<file path="src/rtl/mcib_pkg.sv">
// Shared constants, types and helper functions for the motion-compensated
// interpolation blend. No dependencies; every other file imports this package.
package mcib_pkg;

  // Port and datapath widths.
  localparam int unsigned PIX_PORT_W     = 16;
  localparam int unsigned PIXEL_BITS_DEF = 16;
  localparam int unsigned MASK_W         = 9;
  localparam int unsigned TW_W           = 9;
  localparam int unsigned DP_W           = 32;
  localparam int unsigned FRAC_W         = 8;
  localparam int unsigned T_W            = DP_W - FRAC_W;
  localparam int unsigned CFG_IDX_W      = 8;
  localparam int unsigned CFG_DATA_W     = 16;

  // Rounding constant and register reset values.
  localparam logic [DP_W-1:0] RND_HALF     = DP_W'(256);
  localparam logic [TW_W-1:0] TW_RESET     = TW_W'(128);
  localparam logic            MEDIAN_RESET = 1'b0;

  // Configuration register indexes.
  typedef enum logic [CFG_IDX_W-1:0] {
    REG_TIME_WEIGHT = CFG_IDX_W'(0),
    REG_MEDIAN_MODE = CFG_IDX_W'(1)
  } cfg_reg_t;

  // Payload between the front stages and the rounding stages.
  typedef struct packed {
    logic              median;
    logic [MASK_W-1:0] mf;
    logic [MASK_W-1:0] mb;
    logic [DP_W-1:0]   fw;
    logic [DP_W-1:0]   bw;
    logic [DP_W-1:0]   sa;
    logic [DP_W-1:0]   sb;
  } front_t;

  // The two mask-blended terms ahead of the time mix.
  typedef struct packed {
    logic [T_W-1:0] t1;
    logic [T_W-1:0] t2;
  } t_pair_t;

  // Median of three, with the first two arguments as the ordered pair.
  function automatic logic [PIX_PORT_W-1:0] med3(input logic [PIX_PORT_W-1:0] x,
                                                 input logic [PIX_PORT_W-1:0] y,
                                                 input logic [PIX_PORT_W-1:0] z);
    logic [PIX_PORT_W-1:0] lo;
    logic [PIX_PORT_W-1:0] hi;
    logic [PIX_PORT_W-1:0] c;
    lo = (x < y) ? x : y;
    hi = (x < y) ? y : x;
    c  = (z < hi) ? z : hi;
    return (c > lo) ? c : lo;
  endfunction

endpackage

</file>
<file path="src/rtl/mcib_if.sv">
// Valid/ready channel interfaces for input items, result items and config writes.
// Depends on mcib_pkg for field widths.
interface mcib_in_if import mcib_pkg::*; ();
  logic                  valid;
  logic                  ready;
  logic [PIX_PORT_W-1:0] fwd_pixel;
  logic [PIX_PORT_W-1:0] bwd_pixel;
  logic [PIX_PORT_W-1:0] fwd_origin_pixel;
  logic [PIX_PORT_W-1:0] bwd_origin_pixel;
  logic [PIX_PORT_W-1:0] fwd_hop_pixel;
  logic [PIX_PORT_W-1:0] bwd_hop_pixel;
  logic [MASK_W-1:0]     fwd_mask;
  logic [MASK_W-1:0]     bwd_mask;

  modport source (output valid, fwd_pixel, bwd_pixel, fwd_origin_pixel, bwd_origin_pixel,
                  fwd_hop_pixel, bwd_hop_pixel, fwd_mask, bwd_mask, input ready);
  modport sink (input valid, fwd_pixel, bwd_pixel, fwd_origin_pixel, bwd_origin_pixel,
                fwd_hop_pixel, bwd_hop_pixel, fwd_mask, bwd_mask, output ready);
endinterface

interface mcib_out_if import mcib_pkg::*; ();
  logic                  valid;
  logic                  ready;
  logic [PIX_PORT_W-1:0] out_pixel;

  modport source (output valid, out_pixel, input ready);
  modport sink (input valid, out_pixel, output ready);
endinterface

interface mcib_cfg_if import mcib_pkg::*; ();
  logic                  valid;
  logic                  ready;
  logic [CFG_IDX_W-1:0]  index;
  logic [CFG_DATA_W-1:0] wdata;

  modport source (output valid, index, wdata, input ready);
  modport sink (input valid, index, wdata, output ready);
endinterface

</file>
<file path="src/rtl/mcib_front.sv">
// Stages 1 and 2: mask products and median selection, then the weighted sums.
// Depends on mcib_pkg.
module mcib_front import mcib_pkg::*; #(
  parameter int unsigned PIXEL_BITS = PIXEL_BITS_DEF
) (
  input  logic                  clk,
  input  logic                  rst_n,
  input  logic                  median_mode,
  input  logic                  in_valid,
  output logic                  in_ready,
  input  logic [PIXEL_BITS-1:0] fwd_pixel,
  input  logic [PIXEL_BITS-1:0] bwd_pixel,
  input  logic [PIXEL_BITS-1:0] fwd_origin_pixel,
  input  logic [PIXEL_BITS-1:0] bwd_origin_pixel,
  input  logic [PIXEL_BITS-1:0] fwd_hop_pixel,
  input  logic [PIXEL_BITS-1:0] bwd_hop_pixel,
  input  logic [MASK_W-1:0]     fwd_mask,
  input  logic [MASK_W-1:0]     bwd_mask,
  output logic                  out_valid,
  input  logic                  out_ready,
  output front_t                out_data
);

  localparam int unsigned PM_W = PIXEL_BITS + MASK_W;

  logic                  v1_r;
  logic                  rdy1;
  logic                  median1_r;
  logic [MASK_W-1:0]     mf1_r;
  logic [MASK_W-1:0]     mb1_r;
  logic [PIXEL_BITS-1:0] f1_r;
  logic [PIXEL_BITS-1:0] b1_r;
  logic [PM_W-1:0]       fm1_r;
  logic [PM_W-1:0]       bm1_r;
  logic [PM_W-1:0]       xa1_r;
  logic [PM_W-1:0]       xb1_r;

  logic                  v2_r;
  logic                  rdy2;
  front_t                s2_r;
  front_t                s2_nxt;

  logic [PIXEL_BITS-1:0] med_b;
  logic [PIXEL_BITS-1:0] med_f;
  logic [PIXEL_BITS-1:0] opa;
  logic [PIXEL_BITS-1:0] opb;
  logic [MASK_W-1:0]     opma;
  logic [MASK_W-1:0]     opmb;
  logic [DP_W-1:0]       fw;
  logic [DP_W-1:0]       bw;

  // Stage handshake: a stage takes a new item when empty or when it drains.
  assign rdy2     = !v2_r || out_ready;
  assign rdy1     = !v1_r || rdy2;
  assign in_ready = rdy1;

  // Stage 1 operands: the median replaces the origin pixel in median mode.
  always_comb begin
    med_b = PIXEL_BITS'(med3(PIX_PORT_W'(bwd_pixel), PIX_PORT_W'(fwd_pixel),
                             PIX_PORT_W'(bwd_hop_pixel)));
    med_f = PIXEL_BITS'(med3(PIX_PORT_W'(bwd_pixel), PIX_PORT_W'(fwd_pixel),
                             PIX_PORT_W'(fwd_hop_pixel)));
    opa   = median_mode ? med_b : fwd_origin_pixel;
    opb   = median_mode ? med_f : bwd_origin_pixel;
    opma  = median_mode ? fwd_mask : bwd_mask;
    opmb  = median_mode ? bwd_mask : fwd_mask;
  end

  // Stage 1 registers: four narrow products.
  always_ff @(posedge clk) begin
    if (!rst_n) begin
      v1_r <= 1'b0;
    end else if (rdy1) begin
      v1_r <= in_valid;
    end
  end

  always_ff @(posedge clk) begin
    if (rdy1) begin
      median1_r <= median_mode;
      mf1_r     <= fwd_mask;
      mb1_r     <= bwd_mask;
      f1_r      <= fwd_pixel;
      b1_r      <= bwd_pixel;
      fm1_r     <= PM_W'(fwd_pixel) * PM_W'(fwd_mask);
      bm1_r     <= PM_W'(bwd_pixel) * PM_W'(bwd_mask);
      xa1_r     <= PM_W'(opa) * PM_W'(opma);
      xb1_r     <= PM_W'(opb) * PM_W'(opmb);
    end
  end

  // Stage 2: pixel times (256 - mask) modulo 2^32, then the paired sums.
  always_comb begin
    fw            = (DP_W'(f1_r) << FRAC_W) - DP_W'(fm1_r);
    bw            = (DP_W'(b1_r) << FRAC_W) - DP_W'(bm1_r);
    s2_nxt.median = median1_r;
    s2_nxt.mf     = mf1_r;
    s2_nxt.mb     = mb1_r;
    s2_nxt.fw     = fw;
    s2_nxt.bw     = bw;
    s2_nxt.sa     = (median1_r ? fw : bw) + DP_W'(xa1_r);
    s2_nxt.sb     = (median1_r ? bw : fw) + DP_W'(xb1_r);
  end

  always_ff @(posedge clk) begin
    if (!rst_n) begin
      v2_r <= 1'b0;
    end else if (rdy2) begin
      v2_r <= v1_r;
    end
  end

  always_ff @(posedge clk) begin
    if (rdy2) begin
      s2_r <= s2_nxt;
    end
  end

  assign out_valid = v2_r;
  assign out_data  = s2_r;

  // An accepted item lands in stage 1, and a stalled stage 1 keeps its item.
  a_accept_lands: assert property (@(posedge clk) disable iff (!rst_n)
    in_valid && in_ready |=> v1_r)
    else $error("accepted item missing from stage 1");
  a_stall_holds: assert property (@(posedge clk) disable iff (!rst_n)
    v1_r && !rdy2 |=> v1_r && $stable(fm1_r) && $stable(xa1_r))
    else $error("stage 1 item lost under stall");

endmodule

</file>
<file path="src/rtl/mcib_round.sv">
// Stages 3 and 4: exact mask-times-inner product with rounding, then the two terms.
// Depends on mcib_pkg.
module mcib_round import mcib_pkg::*; (
  input  logic    clk,
  input  logic    rst_n,
  input  logic    in_valid,
  output logic    in_ready,
  input  front_t  in_data,
  output logic    out_valid,
  input  logic    out_ready,
  output t_pair_t out_data
);

  localparam int unsigned PROD_W = DP_W + MASK_W;

  logic            v3_r;
  logic            rdy3;
  logic            median3_r;
  logic [DP_W-1:0] fw3_r;
  logic [DP_W-1:0] bw3_r;
  logic [DP_W-1:0] sa3_r;
  logic [DP_W-1:0] sb3_r;
  logic [DP_W-1:0] pa3_r;
  logic [DP_W-1:0] pb3_r;

  logic            v4_r;
  logic            rdy4;
  t_pair_t         t4_r;
  t_pair_t         t4_nxt;

  logic [PROD_W-1:0] pa_sum;
  logic [PROD_W-1:0] pb_sum;
  logic [DP_W-1:0]   sum1;
  logic [DP_W-1:0]   sum2;

  assign rdy4     = !v4_r || out_ready;
  assign rdy3     = !v3_r || rdy4;
  assign in_ready = rdy3;

  // Stage 3: mask times inner term, exact to 41 bits, rounded and shifted.
  always_comb begin
    pa_sum = PROD_W'(in_data.mf) * PROD_W'(in_data.sa) + PROD_W'(RND_HALF);
    pb_sum = PROD_W'(in_data.mb) * PROD_W'(in_data.sb) + PROD_W'(RND_HALF);
  end

  always_ff @(posedge clk) begin
    if (!rst_n) begin
      v3_r <= 1'b0;
    end else if (rdy3) begin
      v3_r <= in_valid;
    end
  end

  always_ff @(posedge clk) begin
    if (rdy3) begin
      median3_r <= in_data.median;
      fw3_r     <= in_data.fw;
      bw3_r     <= in_data.bw;
      sa3_r     <= in_data.sa;
      sb3_r     <= in_data.sb;
      pa3_r     <= pa_sum[DP_W+FRAC_W-1:FRAC_W];
      pb3_r     <= pb_sum[DP_W+FRAC_W-1:FRAC_W];
    end
  end

  // Stage 4: the median sums are already complete; occlusion adds the rounded product.
  always_comb begin
    sum1      = median3_r ? (sa3_r + RND_HALF) : (fw3_r + pa3_r + RND_HALF);
    sum2      = median3_r ? (sb3_r + RND_HALF) : (bw3_r + pb3_r + RND_HALF);
    t4_nxt.t1 = sum1[DP_W-1:FRAC_W];
    t4_nxt.t2 = sum2[DP_W-1:FRAC_W];
  end

  always_ff @(posedge clk) begin
    if (!rst_n) begin
      v4_r <= 1'b0;
    end else if (rdy4) begin
      v4_r <= v3_r;
    end
  end

  always_ff @(posedge clk) begin
    if (rdy4) begin
      t4_r <= t4_nxt;
    end
  end

  assign out_valid = v4_r;
  assign out_data  = t4_r;

  // A stalled stage 4 keeps its terms for the time mix.
  a_terms_hold: assert property (@(posedge clk) disable iff (!rst_n)
    v4_r && !out_ready |=> v4_r && $stable(t4_r))
    else $error("stage 4 terms changed under stall");

endmodule

</file>
<file path="src/rtl/mcib_mix.sv">
// Stages 5 and 6: time-weighted mix of the two terms and the final minus-one.
// Depends on mcib_pkg; stage 6 is the result register.
module mcib_mix import mcib_pkg::*; #(
  parameter int unsigned PIXEL_BITS = PIXEL_BITS_DEF
) (
  input  logic                  clk,
  input  logic                  rst_n,
  input  logic [TW_W-1:0]       time_weight,
  input  logic                  in_valid,
  output logic                  in_ready,
  input  t_pair_t               in_data,
  output logic                  out_valid,
  input  logic                  out_ready,
  output logic [PIX_PORT_W-1:0] out_pixel
);

  localparam int unsigned TM_W = T_W + TW_W;

  logic                  v5_r;
  logic                  rdy5;
  logic [DP_W-1:0]       p1_r;
  logic [DP_W-1:0]       p2_r;
  logic [TM_W-1:0]       m1;
  logic [TM_W-1:0]       m2;

  logic                  v6_r;
  logic                  rdy6;
  logic [PIXEL_BITS-1:0] pix_r;
  logic [PIXEL_BITS-1:0] pix_nxt;
  logic [DP_W-1:0]       mix;

  assign rdy6     = !v6_r || out_ready;
  assign rdy5     = !v5_r || rdy6;
  assign in_ready = rdy5;

  // Stage 5: t1*(256-time) is formed as t1*256 - t1*time, modulo 2^32.
  always_comb begin
    m1 = TM_W'(in_data.t1) * TM_W'(time_weight);
    m2 = TM_W'(in_data.t2) * TM_W'(time_weight);
  end

  always_ff @(posedge clk) begin
    if (!rst_n) begin
      v5_r <= 1'b0;
    end else if (rdy5) begin
      v5_r <= in_valid;
    end
  end

  always_ff @(posedge clk) begin
    if (rdy5) begin
      p1_r <= (DP_W'(in_data.t1) << FRAC_W) - m1[DP_W-1:0];
      p2_r <= m2[DP_W-1:0];
    end
  end

  // Stage 6: sum, drop the fraction, subtract one with wrap in pixel width.
  always_comb begin
    mix     = p1_r + p2_r;
    pix_nxt = mix[PIXEL_BITS+FRAC_W-1:FRAC_W] - PIXEL_BITS'(1);
  end

  always_ff @(posedge clk) begin
    if (!rst_n) begin
      v6_r <= 1'b0;
    end else if (rdy6) begin
      v6_r <= v5_r;
    end
  end

  always_ff @(posedge clk) begin
    if (rdy6) begin
      pix_r <= pix_nxt;
    end
  end

  assign out_valid = v6_r;
  assign out_pixel = PIX_PORT_W'(pix_r);

  // A stage 5 item that moves on becomes a result in the next cycle.
  a_result_follows: assert property (@(posedge clk) disable iff (!rst_n)
    v5_r && rdy6 |=> v6_r)
    else $error("stage 5 item did not reach the result register");

endmodule

</file>
<file path="src/rtl/motion_comp_interp_blend_unit.sv">
// Motion-compensated interpolation blend, top level: config registers and six stages.
// Each accepted item passes through the stage registers in order to the result register;
// throughput 1 item per cycle while the output is not stalled, every stage is pipelined.
// A stalled output holds each stage that is full; empty stages still take items.
// Reset (rst_n low, synchronous) empties the pipeline, sets time_weight to 128 and
// median_mode to 0. Depends on mcib_pkg, mcib_if, mcib_front, mcib_round, mcib_mix.
module motion_comp_interp_blend_unit import mcib_pkg::*; #(
  parameter int unsigned PIXEL_BITS = PIXEL_BITS_DEF
) (
  input logic      clk,
  input logic      rst_n,
  mcib_in_if.sink  in_ch,
  mcib_out_if.source out_ch,
  mcib_cfg_if.sink cfg_ch
);

  logic [TW_W-1:0] time_weight_r;
  logic            median_mode_r;
  logic            cfg_wr;

  logic            f_valid;
  logic            f_ready;
  front_t          f_data;
  logic            r_valid;
  logic            r_ready;
  t_pair_t         r_data;

  // Configuration writes are always taken; unknown indexes are dropped.
  assign cfg_ch.ready = 1'b1;
  assign cfg_wr       = cfg_ch.valid && cfg_ch.ready;

  always_ff @(posedge clk) begin
    if (!rst_n) begin
      time_weight_r <= TW_RESET;
      median_mode_r <= MEDIAN_RESET;
    end else if (cfg_wr) begin
      case (cfg_reg_t'(cfg_ch.index))
        REG_TIME_WEIGHT: time_weight_r <= cfg_ch.wdata[TW_W-1:0];
        REG_MEDIAN_MODE: median_mode_r <= cfg_ch.wdata[0];
        default: ;
      endcase
    end
  end

  // Products, median selection and weighted sums.
  mcib_front #(
    .PIXEL_BITS(PIXEL_BITS)
  ) u_front (
    .clk              (clk),
    .rst_n            (rst_n),
    .median_mode      (median_mode_r),
    .in_valid         (in_ch.valid),
    .in_ready         (in_ch.ready),
    .fwd_pixel        (in_ch.fwd_pixel[PIXEL_BITS-1:0]),
    .bwd_pixel        (in_ch.bwd_pixel[PIXEL_BITS-1:0]),
    .fwd_origin_pixel (in_ch.fwd_origin_pixel[PIXEL_BITS-1:0]),
    .bwd_origin_pixel (in_ch.bwd_origin_pixel[PIXEL_BITS-1:0]),
    .fwd_hop_pixel    (in_ch.fwd_hop_pixel[PIXEL_BITS-1:0]),
    .bwd_hop_pixel    (in_ch.bwd_hop_pixel[PIXEL_BITS-1:0]),
    .fwd_mask         (in_ch.fwd_mask),
    .bwd_mask         (in_ch.bwd_mask),
    .out_valid        (f_valid),
    .out_ready        (f_ready),
    .out_data         (f_data)
  );

  // Rounded occlusion products and the two blended terms.
  mcib_round u_round (
    .clk       (clk),
    .rst_n     (rst_n),
    .in_valid  (f_valid),
    .in_ready  (f_ready),
    .in_data   (f_data),
    .out_valid (r_valid),
    .out_ready (r_ready),
    .out_data  (r_data)
  );

  // Time mix and result register.
  mcib_mix #(
    .PIXEL_BITS(PIXEL_BITS)
  ) u_mix (
    .clk         (clk),
    .rst_n       (rst_n),
    .time_weight (time_weight_r),
    .in_valid    (r_valid),
    .in_ready    (r_ready),
    .in_data     (r_data),
    .out_valid   (out_ch.valid),
    .out_ready   (out_ch.ready),
    .out_pixel   (out_ch.out_pixel)
  );

  // A write to the mode register takes the low data bit.
  a_mode_write: assert property (@(posedge clk) disable iff (!rst_n)
    cfg_wr && (cfg_ch.index == REG_MEDIAN_MODE) |=> median_mode_r == $past(cfg_ch.wdata[0]))
    else $error("median mode register not updated by its write");

endmodule

</file>
<file path="src/flat_wrapper.sv">
// flat-port wrapper written by rule: the top's interface ports become plain ports
module motion_comp_interp_blend_unit_flat import mcib_pkg::*;
#(
  parameter int unsigned PIXEL_BITS = PIXEL_BITS_DEF
)
  (clk, rst_n, in_ch_valid, in_ch_fwd_pixel, in_ch_bwd_pixel, in_ch_fwd_origin_pixel, in_ch_bwd_origin_pixel, in_ch_fwd_hop_pixel, in_ch_bwd_hop_pixel, in_ch_fwd_mask, in_ch_bwd_mask, in_ch_ready, out_ch_valid, out_ch_out_pixel, out_ch_ready, cfg_ch_valid, cfg_ch_index, cfg_ch_wdata, cfg_ch_ready);
  mcib_in_if in_ch_i ();
  mcib_out_if out_ch_i ();
  mcib_cfg_if cfg_ch_i ();
  input logic clk;
  input logic rst_n;
  input wire logic [$bits(in_ch_i.valid)-1:0] in_ch_valid;
  input wire logic [$bits(in_ch_i.fwd_pixel)-1:0] in_ch_fwd_pixel;
  input wire logic [$bits(in_ch_i.bwd_pixel)-1:0] in_ch_bwd_pixel;
  input wire logic [$bits(in_ch_i.fwd_origin_pixel)-1:0] in_ch_fwd_origin_pixel;
  input wire logic [$bits(in_ch_i.bwd_origin_pixel)-1:0] in_ch_bwd_origin_pixel;
  input wire logic [$bits(in_ch_i.fwd_hop_pixel)-1:0] in_ch_fwd_hop_pixel;
  input wire logic [$bits(in_ch_i.bwd_hop_pixel)-1:0] in_ch_bwd_hop_pixel;
  input wire logic [$bits(in_ch_i.fwd_mask)-1:0] in_ch_fwd_mask;
  input wire logic [$bits(in_ch_i.bwd_mask)-1:0] in_ch_bwd_mask;
  output wire logic [$bits(in_ch_i.ready)-1:0] in_ch_ready;
  output wire logic [$bits(out_ch_i.valid)-1:0] out_ch_valid;
  output wire logic [$bits(out_ch_i.out_pixel)-1:0] out_ch_out_pixel;
  input wire logic [$bits(out_ch_i.ready)-1:0] out_ch_ready;
  input wire logic [$bits(cfg_ch_i.valid)-1:0] cfg_ch_valid;
  input wire logic [$bits(cfg_ch_i.index)-1:0] cfg_ch_index;
  input wire logic [$bits(cfg_ch_i.wdata)-1:0] cfg_ch_wdata;
  output wire logic [$bits(cfg_ch_i.ready)-1:0] cfg_ch_ready;
  assign in_ch_i.valid = in_ch_valid;
  assign in_ch_i.fwd_pixel = in_ch_fwd_pixel;
  assign in_ch_i.bwd_pixel = in_ch_bwd_pixel;
  assign in_ch_i.fwd_origin_pixel = in_ch_fwd_origin_pixel;
  assign in_ch_i.bwd_origin_pixel = in_ch_bwd_origin_pixel;
  assign in_ch_i.fwd_hop_pixel = in_ch_fwd_hop_pixel;
  assign in_ch_i.bwd_hop_pixel = in_ch_bwd_hop_pixel;
  assign in_ch_i.fwd_mask = in_ch_fwd_mask;
  assign in_ch_i.bwd_mask = in_ch_bwd_mask;
  assign in_ch_ready = in_ch_i.ready;
  assign out_ch_valid = out_ch_i.valid;
  assign out_ch_out_pixel = out_ch_i.out_pixel;
  assign out_ch_i.ready = out_ch_ready;
  assign cfg_ch_i.valid = cfg_ch_valid;
  assign cfg_ch_i.index = cfg_ch_index;
  assign cfg_ch_i.wdata = cfg_ch_wdata;
  assign cfg_ch_ready = cfg_ch_i.ready;
  motion_comp_interp_blend_unit #(.PIXEL_BITS(PIXEL_BITS)) u_core (.clk(clk), .rst_n(rst_n), .in_ch(in_ch_i), .out_ch(out_ch_i), .cfg_ch(cfg_ch_i));
endmodule
</file>
<file path="config.mk">
export PLATFORM = sky130hd
export DESIGN_NAME = motion_comp_interp_blend_unit_flat
export DESIGN_NICKNAME = d
export VERILOG_FILES = /design/src/rtl/mcib_pkg.sv /design/src/rtl/mcib_if.sv /design/src/rtl/mcib_front.sv /design/src/rtl/mcib_round.sv /design/src/rtl/mcib_mix.sv /design/src/rtl/motion_comp_interp_blend_unit.sv /design/src/flat_wrapper.sv
export SDC_FILE = /design/constraint.sdc
export NUM_CORES = 2
export LEC_CHECK = 0
export BUFFER_PORTS_ARGS = -buffer_cell sky130_fd_sc_hd__buf_2
export CAP_MARGIN = 10
export CORE_ASPECT_RATIO = 1.25
export CORE_MARGIN = 4
export CORE_UTILIZATION = 25
export CTS_BUF_LIST = sky130_fd_sc_hd__clkbuf_8
export DETAILED_ROUTE_END_ITERATION = 12
export GPL_TIMING_DRIVEN = 0
export PLACE_DENSITY = 0.41
export REMOVE_ABC_BUFFERS = 1
export SETUP_SLACK_MARGIN = 0.02
export SLEW_MARGIN = 20
export SYNTH_ARGS = -nofsm -noshare
export SYNTH_HDL_FRONTEND = slang
export SYNTH_HIERARCHICAL = 1
export SYNTH_SLANG_ARGS = --single-unit
</file>
<file path="constraint.sdc">
create_clock -name clk -period 17.1 [get_ports clk]
set_input_delay 3.42 -clock clk [delete_from_list [all_inputs] [get_ports clk]]
set_output_delay 3.42 -clock clk [all_outputs]
set_load 0.05 [all_outputs]
</file>
==> flow_summary.yaml <==
run_status:
  status: "completed"
synth:
  synth-xor-area-share_pct: 4.237
  synthAdderAreaFrac_pct: 38.67
  syn-cell-area_mm2: 0.07937
  synth.avg_cell_area_um2: 9.885
  synth_top_family_by_area: "adder cells"
  synth_edf_count: 575
  async_flop_share_pct: 0
  synth-main-ff-cell: "edfxtp_1"
  synth-simple-area-share_pct: 15.23
  syn_inst: 8030
  synth_compound_area_share_pct: 12.05
  synth_warnings: 6
  ys_ff_latch: 591
  synthDistinctLibCells: 120
  synth.area.mux_share_pct: 0.8985
  yosysSeqAreaShare_pct: 22.16
clocking:
  insertion_delay_ns: 0.85
  cts_tree: "built"
  clock_sinks: 591
  h-tree-depth: 3
  clk_path_buf_depth: 3
  cts_root_buf: "clkbuf_8"
  clk_pin_slew_ns: 0.07
  numCtsBuffers: 110
critical_path:
  required_ns: 17.62
  arrival_ns: 16.94
  cp_top_family: "compound AO/OA/AOI/OAI gates"
  cp_max_fo: 26
  cp_slowest_stage_delay_ns: 0.67
  worst-path-buf-inv: 8
  end_kind: "register"
  cp-start-kind: "input port"
  slowest_stage: "mux2i_1"
  worstSetupPathType: "input port to register"
layout:
  area_delta_synth_final_pct: 10.86
  nFillCells: 33470
  fin_nets: 10020
  stdcell_area_mm2: 0.08800
  regArea_mm2: 0.01760
  drive_gt1_share_pct: 7.141
  multi_input_area_mm2: 0.05660
  final_util_pct: 27.80
run:
  max_cap_viol_count: 0
hold_path:
  hold_class: "register to register"
sta:
  hold_ws_ns: 0.4076
  fin_worst_skew_ns: 0.07655
  period_minus_slack_ns: 16.42
  relSlewSlack_pct: 21.84
  final-setup-viol-count: 0
  final_hold_viol_count: 0
  rsz0062_at_grt: "false"
  tightestPinTransition_ns: 1.167
  slew_viol_final: 0
  post-route-period-util_pct: 96.00
  max_freq_mhz: 60.91
grt:
  antenna_found_initial: 11
  grt_pass1_vias: 63410
  track_usage_pct: 15.26
  grt-ovfl-total: 0
  grt_pass1_wl_um: 387900
  grt_max_degree: 69
routing:
  drt-pass1-iter-count: 6
  routedWlPerCell_um: 20.16
  drt-total-wl_um: 249300
  vias: 57650
  avgViaCountPerCell: 4.663
  drtAntennaViolNets: 0
  drt-initial-drc-count: 3081
  drc: 0
place:
  routabilityCongestion: 0.8988
  placed_cell_area_mm2: 0.08569
  hpwl_um: 201200
  io_buffers: 153
die:
  die_area_mm2: 0.3266
  ios: 162
  die_w_um: 512.0
  die_h_um: 638.0
  num_rows: 231
  core-area_mm2: 0.3165
  start_util_pct: 25.08
==> layout make-up <==
class	count	area share (%)
clock inverters	89	0.7636
clock buffers	115	1.799
multi-input cells	6040	64.32
repair buffers	234	2.453
inverters	1095	4.679
diodes	5	0.01422
flip-flops and latches	591	20.00
well taps	4194	5.963
==> stage by stage <==
step,worst slack [ns],setup TNS (ns),std cells
CTS,0.1249,0,12360
detailed placement,-0.7633,-2.898,12150
global route,0.03820,0,12360
floorplan,0.9929,0,7726
finish,0.6834,0,12360
global placement,-4.345,-221.98,12070
==> synthesized netlist by cell type (89+ instances only) <==
master    count  share of area, %
ha_1        727                11
xor2_1      117               1.3
a211oi_1    114               1.1
clkbuf_1    254               1.2
and2_1      631               5.0
o21a_1       89              0.84
nand2_1     910               4.3
nor2_1      365               1.7
nor3_1      100              0.63
inv_1      1095               5.2
o21ai_0     201               1.3
nand3_1     120              0.76
edfxtp_1    575                22
a21oi_1     230               1.5
xnor2_1     267               2.9
fa_1       1075                27
a21o_1      154               1.5
==> cell usage in the layout, fill, tap and decap left out, drive strengths merged, types with 40 or more instances in the layout <==
cell type / netlist / final
nor2: 365 / 365
a21oi: 244 / 244
o31ai: 53 / 53
inv: 1095 / 1127
xor2: 117 / 117
o21ai: 234 / 234
buf: 50 / 234
or3: 40 / 40
and2: 637 / 637
nor2b: 61 / 61
clkinv: 0 / 46
edfxtp: 575 / 575
a211o: 44 / 44
a21o: 161 / 161
nand3: 123 / 123
nand2: 911 / 911
a211oi: 121 / 121
nand4: 40 / 40
o21a: 89 / 89
nor3: 105 / 105
clkbuf: 254 / 115
ha: 727 / 727
fa: 1075 / 1075
xnor2: 267 / 267
==> state kept, by name, summed over array words and instances (netlist names), 24 cells and up <==
signal                   count
u_core/u_front/out_data    135
u_core/u_round/out_data     48
u_core/u_round/bw3_r        32
u_core/u_round/fw3_r        32
u_core/u_round/pa3_r        32
u_core/u_round/pb3_r        32
u_core/u_front/bm1_r        25
u_core/u_front/fm1_r        25
u_core/u_front/xa1_r        25
u_core/u_front/xb1_r        25
u_core/u_mix/p1_r           24
u_core/u_mix/p2_r           24
u_core/u_round/sa3_r        24
u_core/u_round/sb3_r        24
==> cell families (layout without fill, tap and decap cells) <==
family / count (synthesis) / after routing
adders and majority gates: 1809 / 1809
AOI/OAI and AO/OA: 1327 / 1327
xor gates and xnor gates: 384 / 384
buffers and inverters: 1399 / 1533
DFF: 591 / 591
and+or+nand+nor: 2453 / 2453
muxes: 66 / 66
other: 1 / 6
==> routing by layer <==
metal	vias to the layer above	GRT usage (%)	wire length [um]
met1	29110	18.76	105900
met5	-	0	12
met3	350	1.666	8536
met4	2	5.785	10340
li1	26980	-	-
met2	1212	27.33	124400
==> worst paths after layout <==
check,startpoint,endpoint,slack [ns],cells past startpoint
max reg2reg,u_core/median_mode_r,u_core/u_front/xb1_r[23],9.33,20
min reg2reg,u_core/u_front/out_data[97],u_core/u_round/fw3_r[1],0.41,0
min,u_core/u_front/out_data[97],u_core/u_round/fw3_r[1],0.41,0
max,in_ch_fwd_pixel[1],u_core/u_front/xb1_r[23],0.68,48
==> repair_timing <==
| item | CTS | global route |
|---|---|---|
| hold endpoints to repair | 0 | 0 |
| hold buffers | 0 | 0 |
| resized for setup | 0 | 4 |
| endpoints found under the setup margin | 0 | 6 |
| setup buffers | 0 | 2 |
Power is left out: the tool's default activity adds up to more than one toggle a clock period on the data nets, which glitch-free logic cannot reach.
